`src/hsv_to_rgb_converter_macros.svh`:
```
// Assertion macros shared by the HSV to RGB converter modules.
`ifndef HSV_TO_RGB_CONVERTER_MACROS_SVH
`define HSV_TO_RGB_CONVERTER_MACROS_SVH

`ifndef SYNTHESIS

// Check that the antecedent implies the consequent in the same cycle.
`define HSVRGB_ASSERT_IMPLIES(name, clk, rst_n, ante, cons) \
  name: assert property (@(posedge clk) disable iff (!rst_n) (ante) |-> (cons)) \
    else $error("hsv_to_rgb_converter: check failed");

// Check that the antecedent implies the consequent in the next cycle.
`define HSVRGB_ASSERT_NEXT(name, clk, rst_n, ante, cons) \
  name: assert property (@(posedge clk) disable iff (!rst_n) (ante) |=> (cons)) \
    else $error("hsv_to_rgb_converter: check failed");

`else

`define HSVRGB_ASSERT_IMPLIES(name, clk, rst_n, ante, cons)
`define HSVRGB_ASSERT_NEXT(name, clk, rst_n, ante, cons)

`endif

`endif

```
`src/hsvrgb_pkg.sv`:
```
// Types, constants and the hue fraction table of the HSV to RGB converter.
`timescale 1ns / 1ps
`default_nettype none

package hsvrgb_pkg;

  localparam int FracBits  = 12;
  localparam int One       = 1 << FracBits;
  localparam int UnitW     = FracBits + 1;
  localparam int ProdW     = 2 * UnitW;
  localparam int HueW      = 10;
  localparam int CompW     = 16;
  localparam int HueModW   = 9;
  localparam int RemW      = 6;
  localparam int HueCircle = 360;
  localparam int SectorDeg = 60;

  typedef enum logic [2:0] {
    SecRY = 3'd0,  // red to yellow
    SecYG = 3'd1,  // yellow to green
    SecGC = 3'd2,  // green to cyan
    SecCB = 3'd3,  // cyan to blue
    SecBM = 3'd4,  // blue to magenta
    SecMR = 3'd5   // magenta to red
  } sector_e;

  typedef struct packed {
    logic        [HueW-1:0]  hue_deg;
    logic signed [CompW-1:0] saturation;
    logic signed [CompW-1:0] brightness;
  } hsv_req_t;

  typedef struct packed {
    logic [UnitW-1:0] red;
    logic [UnitW-1:0] green;
    logic [UnitW-1:0] blue;
  } rgb_rsp_t;

  // Hue split: sector, fraction and its complement, clamped S and V.
  typedef struct packed {
    sector_e          sector;
    logic [UnitW-1:0] frac;
    logic [UnitW-1:0] frac_c;
    logic [UnitW-1:0] sat;
    logic [UnitW-1:0] val;
  } split_t;

  // Products ready for channel routing.
  typedef struct packed {
    sector_e          sector;
    logic [UnitW-1:0] val;
    logic [UnitW-1:0] p1;
    logic [UnitW-1:0] p2;
    logic [UnitW-1:0] p3;
  } prod_t;

  typedef logic [FracBits-1:0] frac_tab_t [SectorDeg];

  // (rem * One) / 60, truncated, for every remainder within a sector.
  function automatic frac_tab_t build_frac_tab();
    frac_tab_t tab;
    for (int i = 0; i < SectorDeg; i++) begin
      tab[i] = FracBits'((i * One) / SectorDeg);
    end
    return tab;
  endfunction

  localparam frac_tab_t FracTab = build_frac_tab();

endpackage

`default_nettype wire

```
`src/hsvrgb_split.sv`:
```
// Clamp, hue reduction and sector/fraction split: three register stages.
`timescale 1ns / 1ps
`default_nettype none
`include "hsv_to_rgb_converter_macros.svh"

module hsvrgb_split (
  input  wire logic               clk_i,
  input  wire logic               rst_ni,
  input  wire logic               valid_i,
  input  wire hsvrgb_pkg::hsv_req_t req_i,
  output logic                    valid_o,
  output hsvrgb_pkg::split_t      split_o
);
  import hsvrgb_pkg::*;

  logic                 v1_q, v2_q, v3_q;
  logic [HueModW-1:0]   hue1_d, hue1_q;
  logic [UnitW-1:0]     sat1_d, sat1_q, val1_d, val1_q;
  sector_e              sec2_d, sec2_q;
  logic [RemW-1:0]      rem2_d, rem2_q;
  logic [HueModW-1:0]   base2;
  logic [UnitW-1:0]     sat2_q, val2_q;
  split_t               split3_d, split3_q;

  function automatic logic [UnitW-1:0] clamp_unit(input logic signed [CompW-1:0] raw);
    logic [UnitW-1:0] res;
    if (raw < 0) begin
      res = '0;
    end else if (raw > CompW'(One)) begin
      res = UnitW'(One);
    end else begin
      res = raw[UnitW-1:0];
    end
    return res;
  endfunction

  // Stage 1: clamp S and V, reduce hue modulo 360 (input stays below three turns)
  always_comb begin
    sat1_d = clamp_unit(req_i.saturation);
    val1_d = clamp_unit(req_i.brightness);
    if (req_i.hue_deg >= HueW'(2 * HueCircle)) begin
      hue1_d = HueModW'(req_i.hue_deg - HueW'(2 * HueCircle));
    end else if (req_i.hue_deg >= HueW'(HueCircle)) begin
      hue1_d = HueModW'(req_i.hue_deg - HueW'(HueCircle));
    end else begin
      hue1_d = req_i.hue_deg[HueModW-1:0];
    end
  end

  // Stage 2: sector by compare, remainder by subtracting the sector base
  always_comb begin
    if (hue1_q >= HueModW'(5 * SectorDeg)) begin
      sec2_d = SecMR;
      base2  = HueModW'(5 * SectorDeg);
    end else if (hue1_q >= HueModW'(4 * SectorDeg)) begin
      sec2_d = SecBM;
      base2  = HueModW'(4 * SectorDeg);
    end else if (hue1_q >= HueModW'(3 * SectorDeg)) begin
      sec2_d = SecCB;
      base2  = HueModW'(3 * SectorDeg);
    end else if (hue1_q >= HueModW'(2 * SectorDeg)) begin
      sec2_d = SecGC;
      base2  = HueModW'(2 * SectorDeg);
    end else if (hue1_q >= HueModW'(SectorDeg)) begin
      sec2_d = SecYG;
      base2  = HueModW'(SectorDeg);
    end else begin
      sec2_d = SecRY;
      base2  = '0;
    end
    rem2_d = RemW'(hue1_q - base2);
  end

  // Stage 3: fraction from the table and its complement
  always_comb begin
    split3_d.sector = sec2_q;
    split3_d.frac   = {1'b0, FracTab[rem2_q]};
    split3_d.frac_c = UnitW'(One) - {1'b0, FracTab[rem2_q]};
    split3_d.sat    = sat2_q;
    split3_d.val    = val2_q;
  end

  always_ff @(posedge clk_i or negedge rst_ni) begin
    if (!rst_ni) begin
      v1_q <= 1'b0;
      v2_q <= 1'b0;
      v3_q <= 1'b0;
    end else begin
      v1_q <= valid_i;
      v2_q <= v1_q;
      v3_q <= v2_q;
    end
  end

  always_ff @(posedge clk_i) begin
    hue1_q   <= hue1_d;
    sat1_q   <= sat1_d;
    val1_q   <= val1_d;
    sec2_q   <= sec2_d;
    rem2_q   <= rem2_d;
    sat2_q   <= sat1_q;
    val2_q   <= val1_q;
    split3_q <= split3_d;
  end

  assign valid_o = v3_q;
  assign split_o = split3_q;

  `HSVRGB_ASSERT_IMPLIES(a_frac_sum, clk_i, rst_ni, v3_q,
    (UnitW+1)'(split3_q.frac) + (UnitW+1)'(split3_q.frac_c) == (UnitW+1)'(One))

endmodule

`default_nettype wire

```
`src/hsvrgb_mul.sv`:
```
// Product stages: S*f, S*(1-f) and V*(1-S), then V times the complements.
`timescale 1ns / 1ps
`default_nettype none
`include "hsv_to_rgb_converter_macros.svh"

module hsvrgb_mul (
  input  wire logic               clk_i,
  input  wire logic               rst_ni,
  input  wire logic               valid_i,
  input  wire hsvrgb_pkg::split_t split_i,
  output logic                    valid_o,
  output hsvrgb_pkg::prod_t       prod_o
);
  import hsvrgb_pkg::*;

  logic             v4_q, v5_q;
  sector_e          sec4_q;
  logic [UnitW-1:0] val4_q;
  logic [ProdW-1:0] sf_full, sfc_full, p1_full;
  logic [UnitW-1:0] sf_q, sfc_q, p1_q;
  logic [ProdW-1:0] p2_full, p3_full;
  prod_t            prod5_d, prod5_q;

  // Stage 4: three independent multiplies, truncated back to unit scale
  always_comb begin
    sf_full  = ProdW'(split_i.sat) * ProdW'(split_i.frac);
    sfc_full = ProdW'(split_i.sat) * ProdW'(split_i.frac_c);
    p1_full  = ProdW'(split_i.val) * ProdW'(UnitW'(One) - split_i.sat);
  end

  // Stage 5: V times (1 - S*f) and (1 - S*(1-f))
  always_comb begin
    p2_full = ProdW'(val4_q) * ProdW'(UnitW'(One) - sf_q);
    p3_full = ProdW'(val4_q) * ProdW'(UnitW'(One) - sfc_q);
    prod5_d.sector = sec4_q;
    prod5_d.val    = val4_q;
    prod5_d.p1     = p1_q;
    prod5_d.p2     = p2_full[FracBits+UnitW-1:FracBits];
    prod5_d.p3     = p3_full[FracBits+UnitW-1:FracBits];
  end

  always_ff @(posedge clk_i or negedge rst_ni) begin
    if (!rst_ni) begin
      v4_q <= 1'b0;
      v5_q <= 1'b0;
    end else begin
      v4_q <= valid_i;
      v5_q <= v4_q;
    end
  end

  always_ff @(posedge clk_i) begin
    sec4_q  <= split_i.sector;
    val4_q  <= split_i.val;
    sf_q    <= sf_full[FracBits+UnitW-1:FracBits];
    sfc_q   <= sfc_full[FracBits+UnitW-1:FracBits];
    p1_q    <= p1_full[FracBits+UnitW-1:FracBits];
    prod5_q <= prod5_d;
  end

  assign valid_o = v5_q;
  assign prod_o  = prod5_q;

  `HSVRGB_ASSERT_IMPLIES(a_prod_le_val, clk_i, rst_ni, v5_q,
    prod5_q.p1 <= prod5_q.val && prod5_q.p2 <= prod5_q.val && prod5_q.p3 <= prod5_q.val)

endmodule

`default_nettype wire

```
`src/hsvrgb_route.sv`:
```
// Channel routing by sector into the output register.
`timescale 1ns / 1ps
`default_nettype none
`include "hsv_to_rgb_converter_macros.svh"

module hsvrgb_route (
  input  wire logic              clk_i,
  input  wire logic              rst_ni,
  input  wire logic              valid_i,
  input  wire hsvrgb_pkg::prod_t prod_i,
  output logic                   valid_o,
  output hsvrgb_pkg::rgb_rsp_t   rsp_o
);
  import hsvrgb_pkg::*;

  logic     v6_q;
  rgb_rsp_t rsp_d, rsp_q;

  always_comb begin
    unique case (prod_i.sector)
      SecRY: begin
        rsp_d.red = prod_i.val; rsp_d.green = prod_i.p3;  rsp_d.blue = prod_i.p1;
      end
      SecYG: begin
        rsp_d.red = prod_i.p2;  rsp_d.green = prod_i.val; rsp_d.blue = prod_i.p1;
      end
      SecGC: begin
        rsp_d.red = prod_i.p1;  rsp_d.green = prod_i.val; rsp_d.blue = prod_i.p3;
      end
      SecCB: begin
        rsp_d.red = prod_i.p1;  rsp_d.green = prod_i.p2;  rsp_d.blue = prod_i.val;
      end
      SecBM: begin
        rsp_d.red = prod_i.p3;  rsp_d.green = prod_i.p1;  rsp_d.blue = prod_i.val;
      end
      default: begin
        rsp_d.red = prod_i.val; rsp_d.green = prod_i.p1;  rsp_d.blue = prod_i.p2;
      end
    endcase
  end

  always_ff @(posedge clk_i or negedge rst_ni) begin
    if (!rst_ni) begin
      v6_q <= 1'b0;
    end else begin
      v6_q <= valid_i;
    end
  end

  always_ff @(posedge clk_i) begin
    rsp_q <= rsp_d;
  end

  assign valid_o = v6_q;
  assign rsp_o   = rsp_q;

  `HSVRGB_ASSERT_IMPLIES(a_rgb_range, clk_i, rst_ni, v6_q,
    rsp_q.red <= UnitW'(One) && rsp_q.green <= UnitW'(One) && rsp_q.blue <= UnitW'(One))

endmodule

`default_nettype wire

```
`src/hsv_to_rgb_converter.sv`:
```
// Top level of the pipelined HSV to RGB converter.
`timescale 1ns / 1ps
`default_nettype none
`include "hsv_to_rgb_converter_macros.svh"

// One colour enters per clock: a request is taken on every cycle with start
// high, and busy stays low. Each result appears on rsp_o with done_o high for
// exactly one cycle, in request order; the receiver cannot stall, so it must
// take every result as it comes. The six register stages are: clamp and hue
// reduction, sector split, fraction table, first multiplies, second multiplies,
// channel routing. Throughput is one colour per cycle, set by the fully
// pipelined multiply stages.
module hsv_to_rgb_converter (
  input  wire logic                 clk_i,
  input  wire logic                 rst_ni,
  input  wire logic                 start,
  output logic                      busy,
  input  wire hsvrgb_pkg::hsv_req_t req_i,
  output logic                      done_o,
  output hsvrgb_pkg::rgb_rsp_t      rsp_o
);
  import hsvrgb_pkg::*;

  logic     accept;
  logic     split_valid, prod_valid;
  split_t   split;
  prod_t    prod;

  assign busy   = 1'b0;
  assign accept = start && !busy;

  hsvrgb_split u_split (
    .clk_i   (clk_i),
    .rst_ni  (rst_ni),
    .valid_i (accept),
    .req_i   (req_i),
    .valid_o (split_valid),
    .split_o (split)
  );

  hsvrgb_mul u_mul (
    .clk_i   (clk_i),
    .rst_ni  (rst_ni),
    .valid_i (split_valid),
    .split_i (split),
    .valid_o (prod_valid),
    .prod_o  (prod)
  );

  hsvrgb_route u_route (
    .clk_i   (clk_i),
    .rst_ni  (rst_ni),
    .valid_i (prod_valid),
    .prod_i  (prod),
    .valid_o (done_o),
    .rsp_o   (rsp_o)
  );

  `HSVRGB_ASSERT_IMPLIES(a_latency, clk_i, rst_ni, accept, ##6 done_o)
  `HSVRGB_ASSERT_IMPLIES(a_no_spurious, clk_i, rst_ni, done_o, $past(accept, 6))

endmodule

`default_nettype wire
```
`config.mk`:
```
export PLATFORM = sky130hd
export DESIGN_NAME = hsv_to_rgb_converter
export DESIGN_NICKNAME = d
export VERILOG_FILES = /design/src/hsvrgb_pkg.sv /design/src/hsvrgb_split.sv /design/src/hsvrgb_mul.sv /design/src/hsvrgb_route.sv /design/src/hsv_to_rgb_converter.sv
export VERILOG_INCLUDE_DIRS = /design/src /design/src/src
export SDC_FILE = /design/constraint.sdc
export NUM_CORES = 2
export LEC_CHECK = 0
export BUFFER_PORTS_ARGS = -buffer_cell sky130_fd_sc_hd__clkbuf_2
export CORE_UTILIZATION = 35
export CTS_CLUSTER_DIAMETER = 80
export DETAILED_ROUTE_END_ITERATION = 12
export GPL_TIMING_DRIVEN = 0
export PLACE_DENSITY = 0.51
export SLEW_MARGIN = 20
export SYNTH_ARGS = -nofsm -noshare
export SYNTH_HDL_FRONTEND = slang
export SYNTH_SLANG_ARGS = --single-unit
export TNS_END_PERCENT = 10
```
`constraint.sdc`:
```
create_clock -name clk_i -period 17 [get_ports clk_i]
set_input_delay 3.4 -clock clk_i [delete_from_list [all_inputs] [get_ports clk_i]]
set_output_delay 3.4 -clock clk_i [all_outputs]
set_load 0.01 [all_outputs]
```
# After elaboration in Yosys (flattened, before gate mapping)

Memories as Yosys holds them, arrays and structs flattened.
Index checks and enable logic that the tools add are counted.
W data, S select, Z words.

Flip-flop bits (word level): 279
Bits in read-only memories: 768
Input bits: 45
Word-level logic and storage cells: 84
Memories: 1

Memories:

| memory          | depth | bits a word | read ports | clocked after Yosys merged registers in | write ports | line               | source |
|---|---|---|---|---|---|---|---|
| (no name shown) | 64    | 12          | 1          | 0                                       | 0           | hsvrgb_split.sv:77 | `split3_d.frac = {1'b0, FracTab[rem2_q]};` |

Add/subtract/negate cells: 7
Multiply operators: 5
Magnitude comparators: 12
Equality and inequality tests: 4
Mux-type cells: 16
Bitwise gates (word level): 1
Reductions and logical operators: 4

Operator list:

| operator                 | count |
|---|---|
| $pmux W39 S5             | 1 |
| $mul A13 B26 Y25         | 3 |
| $sub A13 B13 Y14 const A | 3 |
| $gt A16 B14 Y1 const B   | 2 |
| $lt A16 B1 Y1 const B    | 2 |
| $mux W6                  | 5 |
| $mux W13                 | 2 |
| $mul A13 B12 Y25         | 1 |
| $mul A13 B13 Y25         | 1 |
| $mux W12                 | 2 |
| $ge A9 B8 Y1 const B     | 2 |
| $mux W9                  | 2 |
| $sub A13 B12 Y13 const A | 1 |
| $ge A10 B10 Y1 const B   | 1 |
| $ge A10 B9 Y1 const B    | 1 |
| $ge A9 B6 Y1 const B     | 1 |
| $ge A9 B7 Y1 const B     | 1 |
| $ge A9 B9 Y1 const B     | 1 |
| $sub A9 B8 Y9 const B    | 1 |
| $sub A9 B9 Y9 const B    | 1 |
| $ge A7 B7 Y1 const B     | 1 |
| $not A6 Y7               | 1 |
| $eq A3 B2 Y1 const B     | 2 |
| $mux W3                  | 2 |
| 6 further kinds          | 9 |

# Logic depth before layout (Yosys ltp)

Depth in word-level cells: 7
Depth in mapped cells: 27
Mapped depth without buffers: 25

# By module

Synthesis repeated with hierarchy kept, for this count alone.

Cell total of the unflattened synthesis: 3,914
Area, all modules: 36,560.1 µm²

By module, submodules not included:

| module               | times used | cells an instance | area each (µm²) | sequential area each (µm²) |
|---|---|---|---|---|
| hsvrgb_mul           | 1          | 3,327             | 30,240.3        | 2,252.2 |
| hsvrgb_split         | 1          | 337               | 3,963.8         | 2,377.3 |
| hsvrgb_route         | 1          | 248               | 2,344.7         | 805.8 |
| hsv_to_rgb_converter | 1          | 2                 | 11.3            | 0.0 |

# Least setup slack after synthesis

No wires, ideal clock.

Path type: register to register
From: register u_split.split3_q (netlist bit u_split.split_o[16])
To: register u_mul.p1_q[7]
Library setup time: 123 ps
Arrival: 6,376 ps
Required time: 16,877 ps
Setup slack: 10,500 ps
Cell stages (with the launch flop): 28
Period minus slack after synthesis: 6,500 ps
Cells stage by stage: dfxtp_1 > clkbuf_1 > nor2_1 > nand3_1 > or3_1 > clkbuf_1 > nor2_1 > xnor2_1 > clkbuf_1 > and2_1 > fa_1 > inv_1 > fa_1 > inv_1 > fa_1 > inv_1 > fa_1 > fa_1 > inv_1 > ha_1 > a2111oi_0 > o21ai_1 > a41o_1 > o41ai_4 > o211ai_2 > o41ai_2 > o21bai_1 > xor2_1

Cells in the longest elaborated chain, start to end: 2

Ends and longest elaborated chain:

| what                   | line                | source |
|---|---|---|
| start, declared        | hsvrgb_split.sv:23  | `split_t split3_d, split3_q;` |
| start signal, assigned | hsvrgb_split.sv:103 | `split3_q <= split3_d;` |
| $sub A13 B13 Y14       | hsvrgb_mul.sv:28    | `p1_full = ProdW'(split_i.val) * ProdW'(UnitW'(One) - split_i.sat);` |
| $mul A13 B26 Y25       | hsvrgb_mul.sv:28    |  |
| via u_mul.p1_full[19]  | hsvrgb_mul.sv:19    | `logic [ProdW-1:0] sf_full, sfc_full, p1_full;` |
| end signal, assigned   | hsvrgb_mul.sv:57    | `p1_q <= p1_full[FracBits+UnitW-1:FracBits];` |
| end, declared          | hsvrgb_mul.sv:20    | `logic [UnitW-1:0] sf_q, sfc_q, p1_q;` |

The timed path passes the listed nets, and every way through them passes these cells.
A chain may end at the register's enable or synchronous reset.

# Final worst setup path

From: register u_split.split3_q (netlist bit u_split.split_o[16])
To: register u_mul.p1_q[12]

The elaborated chain is that of the path after synthesis.

==> run_results.csv <==
group,metric,value,unit
floorplan,ios,86,
floorplan,rows,117,
floorplan,die_w,323,µm
synth,yosysWarnings,0,
synth,synth_edf_count,0,
worst_setup_path,r2r_setup_slack,8910,ps
sta,finalSetupViolCount,0,
job,cap_violations,0,
drt,routed_wl,92900,µm
synth,syn-instance-count,3901,
cells_and_area,final_util,0.385,
floorplan,core_area,102000,µm²
worst_setup_path,cp_slowest_stage_delay,530,ps
clock_tree,clkTransAtPathRegs,60,ps
cells_and_area,final_cell_mix,"inv_1, fa_1, nand2_1",
worst_setup_path,cp_max_fo,10,
sta,rsz0062_at_grt,"false",
grt,grt.overflow.total,0,
clock_tree,max-clock-path-buffers,3,
drt,vias,25200,
pwr,ir_drop,87.3,µV
drt,dr.first_iter.drc_count,1560,
worst_setup_path,worst_ep_arrival_time,8540,ps
synth,avgSynthCellArea,9.25,µm²
grt,grt_pass1_vias,26700,
grt,grt.total_usage,0.184,
placement,dpl.hpwl,77700,µm
worst_setup_path,critPathLaunchType,"flip-flop",
sta,max_freq,0.124,GHz
clock_tree,clock_latency,600,ps
sta,clock_skew,17.7,ps
synth,async_flop_share,0.0222,
synth,yosys_register_bits,270,
drt,wl_per_cell,17.2,µm
synth,syn-num-nets,4925,
worst_setup_path,crit_top_cell,"fa_1",
drt,ant_nets,0,
floorplan,die_y,323,µm
worst_setup_path,cp-end-kind,"flip-flop",
cells_and_area,fillCellCount,10500,
clock_tree,ctsResizeCount,0,
grt,grt_pass1_wl,149000,µm
cells_and_area,layout_commonest_cell,"inv_1",
placement,placed_cell_area,38200,µm²
worst_setup_path,cp_data_required_time,17450,ps
cells_and_area,nets,5041,
clock_tree,cts_setup_buffers,0,
floorplan,design.die.area,104000,µm²
synth,synth_area_leaders,"fa_1, dfxtp_1, inv_1",
clock_tree,numCtsBuffers,30,
sta,finalSetupTns,0,ps
cells_and_area,largest_reg_flops,55,
synth,syn_area,36100,µm²
placement,gp_congestion,0.896,
synth,yosys.area.top_type_share,0.395,
sta,finalHoldViolations,0,
grt,grt_max_degree,16,
cells_and_area,drive_gt1_frac,0.0411,
drt,drtPass1Iterations,5,
status,status,"completed",
cells_and_area,fin_area,39300,µm²
sta,tightest_slew,1120,ps
worst_setup_path,crit_type,"flip-flop to flip-flop",
sta,maxSlewViolCount,0,
pwr,p_leak,20.0,nW
sta,relSlewSlack,0.250,
drt,remaining_drc_errors,0,
drt,viasPerCell,4.66,
synth,ys_seq_area_frac,0.151,
placement,io_buffers,84,
clock_tree,cts-htree-levels,1,
clock_tree,cts.sinks,270,
floorplan,start_util,0.353,
synth,netlist-cell-type-count,73,
sta,layout_min_cycle_time,8090,ps
worst_setup_path,cpMaxStageDelayCell,"fa_1",
clock_tree,cts_root_buffer,"clkbuf_16",
clock_tree,postCtsHoldBufs,0,
synth,synth_top_area_cell,"fa_1",
synth,synth_ff_type,"dfxtp_1",
pwr,power_density,80.8,nW/µm²
clock_tree,cts_tree,"built",
grt,antenna_found_initial,4,
sta,fin_crit_sh,0.476,
cells_and_area,syn_to_final_growth,9.02,%
min_path,hp-class,"flip-flop to flip-flop",
-- final cells by class --
type,count,area (µm²),share of cell area
tap,1368,1710,0.0435
timing repair buffer,84,420,0.0107
clock inverter,19,299,0.00761
multi-input combinational,2503,26400,0.671
buffer,172,653,0.0166
clock buffer,37,818,0.0208
inverter,956,3590,0.0913
antenna,1,2.50,0.0000636
sequential,270,5440,0.138
-- per-layer routing --
| metal | GRT usage | vias to the layer above | share of wire |
|---|---|---|---|
| met3 | 0.0264 | 104 | 0.053 |
| met2 | 0.305 | 583 | 0.46 |
| met5 | 0 | - | 0 |
| met1 | 0.256 | 12700 | 0.46 |
| li1 | - | 11800 | - |
| met4 | 0.0371 | 0 | 0.020 |
-- Yosys cell counts, types with 4 or more instances --
cell and instances:
inv_1 956, fa_1 712, nand2_1 471, and2_1 339
ha_1 267, dfxtp_1 264, clkbuf_1 161, xnor2_1 108
nor2_1 94, o21ai_0 73, a21oi_1 71, xor2_1 33
a22oi_1 26, nor3_1 24, nand3_1 20, nand3b_1 19
mux2i_1 16, a221o_1 15, o221ai_1 14, and3_1 13
mux2_2 13, nor4_1 13, o22ai_1 13, o311a_1 13
a21o_1 12, nand2b_1 12, nand4_1 12, nor2b_1 12
o21a_1 11, a211oi_1 10, buf_1 7, dfrtp_1 6
o21bai_1 5, a2111oi_0 4, o211ai_1 4
-- worst paths after layout --
check | from | to | cells after the start
setup reg to reg | u_split.split_o[16]$_DFF_P_ | u_mul.p1_q[12]$_DFF_P_ | 27
max in group asynchronous | rst_ni | u_split.valid_o$_DFF_PN0_ | 1
setup / recovery | u_split.split_o[16]$_DFF_P_ | u_mul.p1_q[12]$_DFF_P_ | 27
min in group asynchronous | rst_ni | u_mul.v4_q$_DFF_PN0_ | 1
hold reg to reg | u_mul.sec4_q[2]$_DFF_P_ | u_mul.prod_o[54]$_DFF_P_ | 0
hold / removal | u_mul.sec4_q[2]$_DFF_P_ | u_mul.prod_o[54]$_DFF_P_ | 0
-- through the flow --
step / total power [mW] / hold slack [ps] / cells / setup WS [ps]
finish: 3.18 / 322 / 5410 / 8910
floorplan: 1.92 / 310 / 3901 / 10500
global placement: 2.47 / 310 / 5353 / 8910
CTS: 3.21 / 321 / 5409 / 8860
detailed placement: 2.47 / 312 / 5353 / 8900
global route: 3.44 / 329 / 5409 / 8280
-- cell families (layout without fill, tap and decap cells) --
kind of cell,Yosys count,count (layout),share of synthesized area
compound gates,303,303,0.0572
buf+inv,1128,1268,0.118
other cells,1,2,0.000104
fa+ha+maj,980,980,0.488
mux,30,30,0.00912
simple gates,1048,1048,0.143
xor+xnor,141,141,0.0342
flops,270,270,0.151
-- power breakdown --
part / internal [mW] / switching [mW]
Sequential: 0.775 / 0.153
Clock: 0.440 / 0.280
Combinational: 0.553 / 0.975
-- critical path: cells and delay by family (launching register included) --
kind            cells  cell delay [ps]
flops               1              300
compound gates      7             2080
buf+inv             7             1360
xor+xnor            2              590
fa+ha+maj           6             2800
simple gates        5              820
Power figures use the tool's default switching activity.
